File: config.mk
export PLATFORM = sky130hd
export DESIGN_NAME = gmse_ctrl
export DESIGN_NICKNAME = d
export VERILOG_FILES = /design/src/hdl/gmse_pkg.sv /design/src/hdl/gmse_ctrl.sv
export SDC_FILE = /design/constraint.sdc
export NUM_CORES = 1
export LEC_CHECK = 0
export ABC_AREA = 1
export BUFFER_PORTS_ARGS = -buffer_cell sky130_fd_sc_hd__buf_2
export CORE_MARGIN = 2
export CORE_UTILIZATION = 49
export CTS_BUF_LIST = sky130_fd_sc_hd__clkbuf_8 sky130_fd_sc_hd__clkbuf_16
export DETAILED_ROUTE_END_ITERATION = 6
export GPL_ROUTABILITY_DRIVEN = 0
export PLACE_DENSITY = 0.79
export SLEW_MARGIN = 30
export SYNTH_ARGS = -nofsm -noshare
export SYNTH_HDL_FRONTEND = slang
export SYNTH_SLANG_ARGS = --single-unit
export TNS_END_PERCENT = 20
File: constraint.sdc
create_clock -name clk -period 1.9 [get_ports clk]
set_clock_uncertainty 0.2 [all_clocks]
set_input_delay 0.285 -clock clk [delete_from_list [all_inputs] [get_ports clk]]
set_output_delay 0.285 -clock clk [all_outputs]
set_load 0.1 [all_outputs]
File: src/hdl/gmse_pkg.sv
`timescale 1ns / 1ps
// ----------------------------------------------------------------------------
// gmse_pkg
// Shared types and constants for the guest memory string engine: action codes,
// controller states, and the command and status groups between the
// controller and the datapath.
// ----------------------------------------------------------------------------
package gmse_pkg;

  localparam int MEM_BYTES_DEFAULT = 65536;
  localparam logic [7:0] BYTE_MASK = 8'hFF;

  typedef enum logic [3:0] {
    ACT_WRITE   = 4'd0,
    ACT_READ    = 4'd1,
    ACT_COPY    = 4'd2,
    ACT_SET     = 4'd3,
    ACT_MEMCMP  = 4'd4,
    ACT_STRNLEN = 4'd5,
    ACT_STRLEN  = 4'd6,
    ACT_STRCMP  = 4'd7,
    ACT_STRNCMP = 4'd8,
    ACT_STRCPY  = 4'd9,
    ACT_STRNCPY = 4'd10,
    ACT_STRCHR  = 4'd11
  } act_t;

  typedef enum logic [2:0] {
    ST_CLEAR,
    ST_IDLE,
    ST_CHECK,
    ST_TEST,
    ST_RD_A,
    ST_RD_B,
    ST_EVAL,
    ST_DONE
  } state_t;

  // loop bound selection
  typedef enum logic [2:0] {
    LIM_OP2,
    LIM_STRN,
    LIM_AVAIL0,
    LIM_AVAIL1,
    LIM_CMP,
    LIM_CPY
  } lim_sel_t;

  // result selection
  typedef enum logic [2:0] {
    RES_ZERO,
    RES_OP0,
    RES_CNT,
    RES_BYTE,
    RES_DIFF,
    RES_ADDR
  } res_sel_t;

  // write data selection
  typedef enum logic [1:0] {
    WD_OP1,
    WD_RDATA,
    WD_ZERO,
    WD_CLEAR
  } wd_sel_t;

  typedef struct packed {
    logic     load;
    logic     clr_cnt;
    logic     inc_cnt;
    logic     lim_load;
    lim_sel_t lim_sel;
    logic     latch_a;
    logic     raddr_b;
    logic     copy_rev;
    logic     we;
    wd_sel_t  wd_sel;
    logic     res_load;
    res_sel_t res_sel;
    logic     set_ended;
  } dp_cmd_t;

  typedef struct packed {
    act_t act;
    logic in0;
    logic in1;
    logic z2;
    logic fit0;
    logic fit1;
    logic fit_cpy;
    logic done_idx;
    logic src_end;
    logic clr_last;
    logic byte_zero;
    logic byte_ne;
    logic needle_hit;
    logic ended;
  } dp_status_t;

endpackage

File: src/hdl/gmse_ctrl.sv
`timescale 1ns / 1ps
// ----------------------------------------------------------------------------
// gmse_ctrl
// Controller: clears memory after reset, checks each request, then sequences
// the byte loop of the chosen service and issues the result strobe.
// ----------------------------------------------------------------------------
module gmse_ctrl (
  input  logic                 clk,
  input  logic                 rst,
  input  logic                 start,
  output logic                 busy,
  output logic                 done,
  output gmse_pkg::dp_cmd_t    cmd,
  input  gmse_pkg::dp_status_t status
);
  import gmse_pkg::*;

  state_t state;
  state_t state_next;
  logic   phase;
  logic   phase_next;

  // state register
  always_ff @(posedge clk) begin
    if (rst) begin
      state <= ST_CLEAR;
      phase <= 1'b0;
    end else begin
      state <= state_next;
      phase <= phase_next;
    end
  end

  assign busy = state != ST_IDLE;
  assign done = state == ST_DONE;

  // next state and datapath commands
  always_comb begin
    state_next = state;
    phase_next = phase;
    cmd        = '0;
    cmd.lim_sel = LIM_OP2;
    cmd.wd_sel  = WD_ZERO;
    cmd.res_sel = RES_ZERO;
    // block moves may run from the top; the strcpy scan always runs forward
    cmd.copy_rev = (status.act == ACT_COPY) || (status.act == ACT_STRCPY && phase);

    unique case (state)
      ST_CLEAR: begin
        cmd.we      = 1'b1;
        cmd.wd_sel  = WD_CLEAR;
        cmd.inc_cnt = 1'b1;
        if (status.clr_last) begin
          state_next = ST_IDLE;
        end
      end

      ST_IDLE: begin
        if (start) begin
          cmd.load   = 1'b1;
          phase_next = 1'b0;
          state_next = ST_CHECK;
        end
      end

      // range checks and loop bound
      ST_CHECK: begin
        cmd.res_load = 1'b1;
        cmd.res_sel  = RES_ZERO;
        cmd.lim_load = 1'b1;
        state_next   = ST_DONE;
        case (status.act)
          ACT_WRITE: begin
            cmd.we     = status.in0;
            cmd.wd_sel = WD_OP1;
          end
          ACT_READ: begin
            if (status.in0) state_next = ST_RD_A;
          end
          ACT_COPY, ACT_SET: begin
            if (status.z2) begin
              cmd.res_sel = RES_OP0;
            end else if (status.fit0 && (status.fit1 || status.act == ACT_SET)) begin
              state_next = ST_TEST;
            end
          end
          ACT_MEMCMP: begin
            if (!status.z2 && status.fit0 && status.fit1) state_next = ST_TEST;
          end
          ACT_STRNLEN: begin
            cmd.lim_sel = LIM_STRN;
            if (status.in0) state_next = ST_TEST;
          end
          ACT_STRLEN, ACT_STRCHR: begin
            cmd.lim_sel = LIM_AVAIL0;
            if (status.in0) state_next = ST_TEST;
          end
          ACT_STRCMP, ACT_STRNCMP: begin
            cmd.lim_sel = LIM_CMP;
            if (status.in0 && status.in1) state_next = ST_TEST;
          end
          ACT_STRCPY: begin
            cmd.lim_sel = LIM_AVAIL1;
            if (status.in0 && status.in1) state_next = ST_TEST;
          end
          ACT_STRNCPY: begin
            if (status.in0 && status.in1) begin
              if (status.z2) begin
                cmd.res_sel = RES_OP0;
              end else if (status.fit0) begin
                state_next = ST_TEST;
              end
            end
          end
          default: begin
            state_next = ST_DONE;
          end
        endcase
      end

      // end of loop test, or a write step that needs no read
      ST_TEST: begin
        if (status.done_idx) begin
          cmd.res_load = 1'b1;
          state_next   = ST_DONE;
          case (status.act)
            ACT_COPY, ACT_SET, ACT_STRNCPY: cmd.res_sel = RES_OP0;
            ACT_STRNLEN, ACT_STRLEN:         cmd.res_sel = RES_CNT;
            ACT_STRCPY: cmd.res_sel = phase ? RES_OP0 : RES_ZERO;
            default:    cmd.res_sel = RES_ZERO;
          endcase
        end else if (status.act == ACT_SET) begin
          cmd.we      = 1'b1;
          cmd.wd_sel  = WD_OP1;
          cmd.inc_cnt = 1'b1;
        end else if (status.act == ACT_STRNCPY && status.ended) begin
          cmd.we      = 1'b1;
          cmd.wd_sel  = WD_ZERO;
          cmd.inc_cnt = 1'b1;
        end else if (status.act == ACT_STRNCPY && status.src_end) begin
          cmd.res_load = 1'b1;
          cmd.res_sel  = RES_ZERO;
          state_next   = ST_DONE;
        end else begin
          cmd.raddr_b = (status.act == ACT_COPY || status.act == ACT_STRNCPY ||
                         status.act == ACT_STRCPY);
          state_next  = ST_RD_A;
        end
      end

      // first read is in flight; compares then read the second string
      ST_RD_A: begin
        cmd.raddr_b = (status.act == ACT_COPY || status.act == ACT_STRNCPY ||
                       status.act == ACT_STRCPY);
        if (status.act == ACT_MEMCMP || status.act == ACT_STRCMP ||
            status.act == ACT_STRNCMP) begin
          state_next = ST_RD_B;
        end else begin
          state_next = ST_EVAL;
        end
      end

      ST_RD_B: begin
        cmd.latch_a = 1'b1;
        cmd.raddr_b = 1'b1;
        state_next  = ST_EVAL;
      end

      // byte is on the read port
      ST_EVAL: begin
        cmd.raddr_b = (status.act == ACT_COPY || status.act == ACT_STRNCPY ||
                       status.act == ACT_STRCPY);
        state_next  = ST_TEST;
        case (status.act)
          ACT_READ: begin
            cmd.res_load = 1'b1;
            cmd.res_sel  = RES_BYTE;
            state_next   = ST_DONE;
          end
          ACT_COPY: begin
            cmd.we      = 1'b1;
            cmd.wd_sel  = WD_RDATA;
            cmd.inc_cnt = 1'b1;
          end
          ACT_MEMCMP: begin
            if (status.byte_ne) begin
              cmd.res_load = 1'b1;
              cmd.res_sel  = RES_DIFF;
              state_next   = ST_DONE;
            end else begin
              cmd.inc_cnt = 1'b1;
            end
          end
          ACT_STRNLEN, ACT_STRLEN: begin
            if (status.byte_zero) begin
              cmd.res_load = 1'b1;
              cmd.res_sel  = RES_CNT;
              state_next   = ST_DONE;
            end else begin
              cmd.inc_cnt = 1'b1;
            end
          end
          ACT_STRCMP, ACT_STRNCMP: begin
            if (status.byte_ne) begin
              cmd.res_load = 1'b1;
              cmd.res_sel  = RES_DIFF;
              state_next   = ST_DONE;
            end else if (status.byte_zero) begin
              cmd.res_load = 1'b1;
              cmd.res_sel  = RES_ZERO;
              state_next   = ST_DONE;
            end else begin
              cmd.inc_cnt = 1'b1;
            end
          end
          ACT_STRCPY: begin
            if (phase) begin
              cmd.we      = 1'b1;
              cmd.wd_sel  = WD_RDATA;
              cmd.inc_cnt = 1'b1;
            end else if (status.byte_zero) begin
              // terminator found: copy length plus terminator if it fits
              if (status.fit_cpy) begin
                cmd.lim_load = 1'b1;
                cmd.lim_sel  = LIM_CPY;
                cmd.clr_cnt  = 1'b1;
                phase_next   = 1'b1;
              end else begin
                cmd.res_load = 1'b1;
                cmd.res_sel  = RES_ZERO;
                state_next   = ST_DONE;
              end
            end else begin
              cmd.inc_cnt = 1'b1;
            end
          end
          ACT_STRNCPY: begin
            cmd.we        = 1'b1;
            cmd.wd_sel    = WD_RDATA;
            cmd.inc_cnt   = 1'b1;
            cmd.set_ended = status.byte_zero;
          end
          ACT_STRCHR: begin
            if (status.needle_hit) begin
              cmd.res_load = 1'b1;
              cmd.res_sel  = RES_ADDR;
              state_next   = ST_DONE;
            end else if (status.byte_zero) begin
              cmd.res_load = 1'b1;
              cmd.res_sel  = RES_ZERO;
              state_next   = ST_DONE;
            end else begin
              cmd.inc_cnt = 1'b1;
            end
          end
          default: begin
            cmd.res_load = 1'b1;
            cmd.res_sel  = RES_ZERO;
            state_next   = ST_DONE;
          end
        endcase
      end

      ST_DONE: begin
        state_next = ST_IDLE;
      end

      default: begin
        state_next = ST_IDLE;
      end
    endcase
  end

endmodule

==> results of run 1 <==
-- stage by stage --
step           setup slack (ps)  area (µm²)   util  setup TNS (ps)  hold WS (ps)
2_1_floorplan              -668        1120      -           -7680           149
3_3_place_gp               -176        1820  0.939           -1280           288
3_5_place_dp               -293        1820  0.939           -2460           314
-- Yosys cell counts, types with 3 or more instances --
library cell,number,area (µm²)
ha_1,3,37.5
a21oi_1,6,30.0
nor2_1,23,86.3
nand2_2,8,50.1
nand3_1,19,95.1
nor2_4,4,45.0
nand2_1,54,203
nor2_2,4,25.0
inv_1,27,101
o21ai_0,9,45.0
dfxtp_1,4,80.1
inv_2,6,22.5
a31oi_1,3,18.8
-- cells by family after synthesis --
logic type,count (synthesis),synth area share
adder cells (fa/ha/maj),3,0.0375
AO/OA/AOI/OAI,28,0.174
AND/OR/NAND/NOR,119,0.558
buffers and inverters,36,0.151
flip-flops,4,0.0799
==> flow_summary.yaml, run 1 <==
clocking:
  clock_tree.root_cell: "clkbuf_8"
  hold_buffers: 0
  cts_resized: 34
  postCtsSetupRepairBufs: 12
  numCtsBuffers: 3
  htree_levels: 1
  clkSinkCount: 4
  clk_path_buf_depth: 2
place:
  dp_cells: 280
  io_buffers: 39
  hpwl_mm: 3.83
synth:
  syn_inst: 190
  ys_types: 28
  synth_fp_nets: 213
  ys_seq_area_frac: 0.0799
  synth-edff-count: 0
  yosys_warnings: 0
  synth.avg_cell_area_um2: 5.27
  ys.flop_type: "dfxtp_1"
  ys_seq_elements: 4
  synthArstFlopShare: 0
  syn_area_um2: 1000
floorplanning:
  rows: 16
  fp.dieW_um: 49.2
  fp.dieH_um: 49.2
  ios: 40
  start_util: 0.516
outcome:
  stop_stage: "clock tree synthesis (4_1_cts)"
  error: "[ERROR DPL-0038] Utilization greater than 100%, impossible to legalize"
  outcome: "aborted with a tool error"
==> run 2, diff against run 1 <==
Settings changed: CORE_AREA from default to 2 2 63 65, CORE_MARGIN 2 to default, CORE_UTILIZATION 49 to default, CTS_BUF_LIST sky130_fd_sc_hd__clkbuf_8 sky130_fd_sc_hd__clkbuf_16 to default, DIE_AREA from default to 0 0 65 67, PLACE_DENSITY 0.79 to default, PLACE_DENSITY_LB_ADDON from default to 0.15.
==> run 2 against run 1 <==
The flow now finishes, with violations (negative setup slack). Synthesized cell count unchanged. Synthesized area stayed put.
==> flow_summary.yaml, run 2 <==
place:
  placed_area_um2: 1940
  io_buffers: 39
  hpwl_mm: 3.11
  place_ws_ps: -186
outcome:
  outcome: "finished, violations left"
  violations: "negative setup slack"
timing:
  rsz0062_at_grt: "true"
  max_clock_freq_mhz: 501
  finalWorstSetupSlack_ps: -95.2
  slew_headroom: 0.814
  period_share: 1.05
  hold_viol_final: 0
  finalMaxSlewViolations: 0
  worst_pin_slew_ps: 278
  period_minus_slack_ps: 2000
  hold_slack_ps: 70.5
  setup_viol: 12
floorplanning:
  dieArea_um2: 4360
  rows: 22
  start_util: 0.278
  fp.coreArea_um2: 3610
  ios: 40
  fp.dieH_um: 67
  fp.dieW_um: 65
cells_and_area:
  layout-drive-gt1-share: 0.560
  reg_top3: "state x3, phase x1"
  diodes: 0
  multi_input_area_um2: 1000
  register_area_um2: 92.6
  final_area_um2: 2220
  area_growth_pct: 122
  final_net_count: 302
  largest_reg_flops: 3
  layout_common_cells: "47 x nand2_1, 47 x buf_4, 21 x buf_12, 20 x inv_1"
  regMostFlops: "state"
  fin_util: 0.617
  fillers: 321
synth:
  synth.avg_cell_area_um2: 5.27
  netlist_top_cells_count: "54 x nand2_1, 27 x inv_1, 23 x nor2_1, 19 x nand3_1, 9 x o21ai_0"
  synth_fp_nets: 213
  ys_seq_area_frac: 0.0799
  ys_seq_elements: 4
  synthArstFlopShare: 0
  synth-edff-count: 0
  netlist_top_cells_area: "nand2_1 20%, inv_1 10%, nand3_1 9.5%, nor2_1 8.6%, dfxtp_1 8.0%"
  yosys_warnings: 0
  syn_inst: 190
  yosysMostFrequentCell: "nand2_1"
  syn_area_um2: 1000
  ys_types: 28
  yosys.area.top_type: "nand2_1"
  synth_top_area_frac: 0.202
  ys.flop_type: "dfxtp_1"
grt:
  grt_pass1_vias: 1490
  grt_use_total: 0.188
  antenna_found_initial: 0
  grt_pass1_wl_mm: 6.47
  grt_max_degree: 11
  grt_overflow: 0
routing:
  detail_route.wl_per_cell_um: 11.8
  ant_nets: 0
  vias: 1499
  drc_errors: 0
  drt_iter0_markers: 43
  vias_per_cell: 4.61
  finalWirelength_mm: 3.82
  firstDrtPassIters: 5
setup_path:
  cp-end-kind: "output port"
  required_ps: 1410
  worstPathArrival_ps: 1510
  cp_max_fo: 6
  worstSetupStartpointType: "input port"
  path_class: "input port to output port"
power:
  power_density_nw_per_um2: 337
  ir_worst_vdd_mv: 0.157
  p_leak_nw: 1.13
  total_power_mw: 0.751
min_path:
  min_path_type: "input port to flop"
clocking:
  clk_path_buf_depth: 2
  clock_latency_ps: 220
  numCtsBuffers: 3
  clkSinkCount: 4
  tritoncts: "built"
  clock_tree.root_cell: "clkbuf_8"
  htree_levels: 1
  path_clk_slew_ps: 30
flow_run:
  maxCapViolCount: 0
run 2: cell counts after synthesis:
Identical to the previous run, type by type.
run 2: what timing repair did:
action	4_1_cts	5_1_grt
setup endpoints to repair	16	15
pin swaps	15	7
gates resized for setup	28	23
hold buffers	0	0
setup buffers	8	2
run 2: layer usage:
layer,share of wire,track usage
met4,0.010,0.0532
met2,0.50,0.344
met3,0.050,0.0236
met1,0.43,0.229
met5,0,0
run 2: report_power, final:
part | switching (mW) | internal, mW | total, mW | leakage [nW]
sequential | 0.00708 | 0.0860 | 0.0931 | 0.0352
combinational | 0.291 | 0.186 | 0.477 | 1.07
clock | 0.0458 | 0.135 | 0.181 | 0.0216
total | 0.344 | 0.407 | 0.751 | 1.13
run 2: final timing paths:
path	startpoint	to	slack, ps	cells past startpoint
worst max register to register	state[2]	phase	260	9
worst max-delay path	status[15]	cmd[11]	-100	10
worst min register to register	phase	phase	350	2
worst min-delay path	rst	state[1]	70	2
run 2: cells by family (layout without fill, tap and decap cells):
family                   count (synthesis)  in the layout  share of synthesized area
AO/OA/AOI/OAI                           28             28                      0.174
adder cells (fa/ha/maj)                  3              3                     0.0375
buffers and inverters                   36            123                      0.151
flip-flops                               4              4                     0.0799
AND/OR/NAND/NOR                        119            119                      0.558
run 2: critical path, cell delays in order:
cell and delay (ps):
buf_8 110, inv_8 50, ha_4 180, nand2_4 70
nor2_4 170, nand4_4 130, nor2_4 110, inv_2 70
a21oi_4 140, buf_12 190
run 2: final cells by class:
| type | instances | share of cell area |
|---|---|---|
| flip-flops and latches | 4 | 0.0416 |
| inverters | 34 | 0.0664 |
| multi-input cells | 150 | 0.450 |
| repair buffers | 86 | 0.397 |
| clock buffers | 3 | 0.0186 |
| well taps | 48 | 0.0270 |
run 2: stage by stage:
step	cells	setup TNS (ps)
2_1_floorplan	190	-7680
3_3_place_gp	312	-1670
3_5_place_dp	312	-1790
4_1_cts	323	-818
5_1_grt	325	-1650
6_report	325	-633
Power figures use the tool's default switching activity.
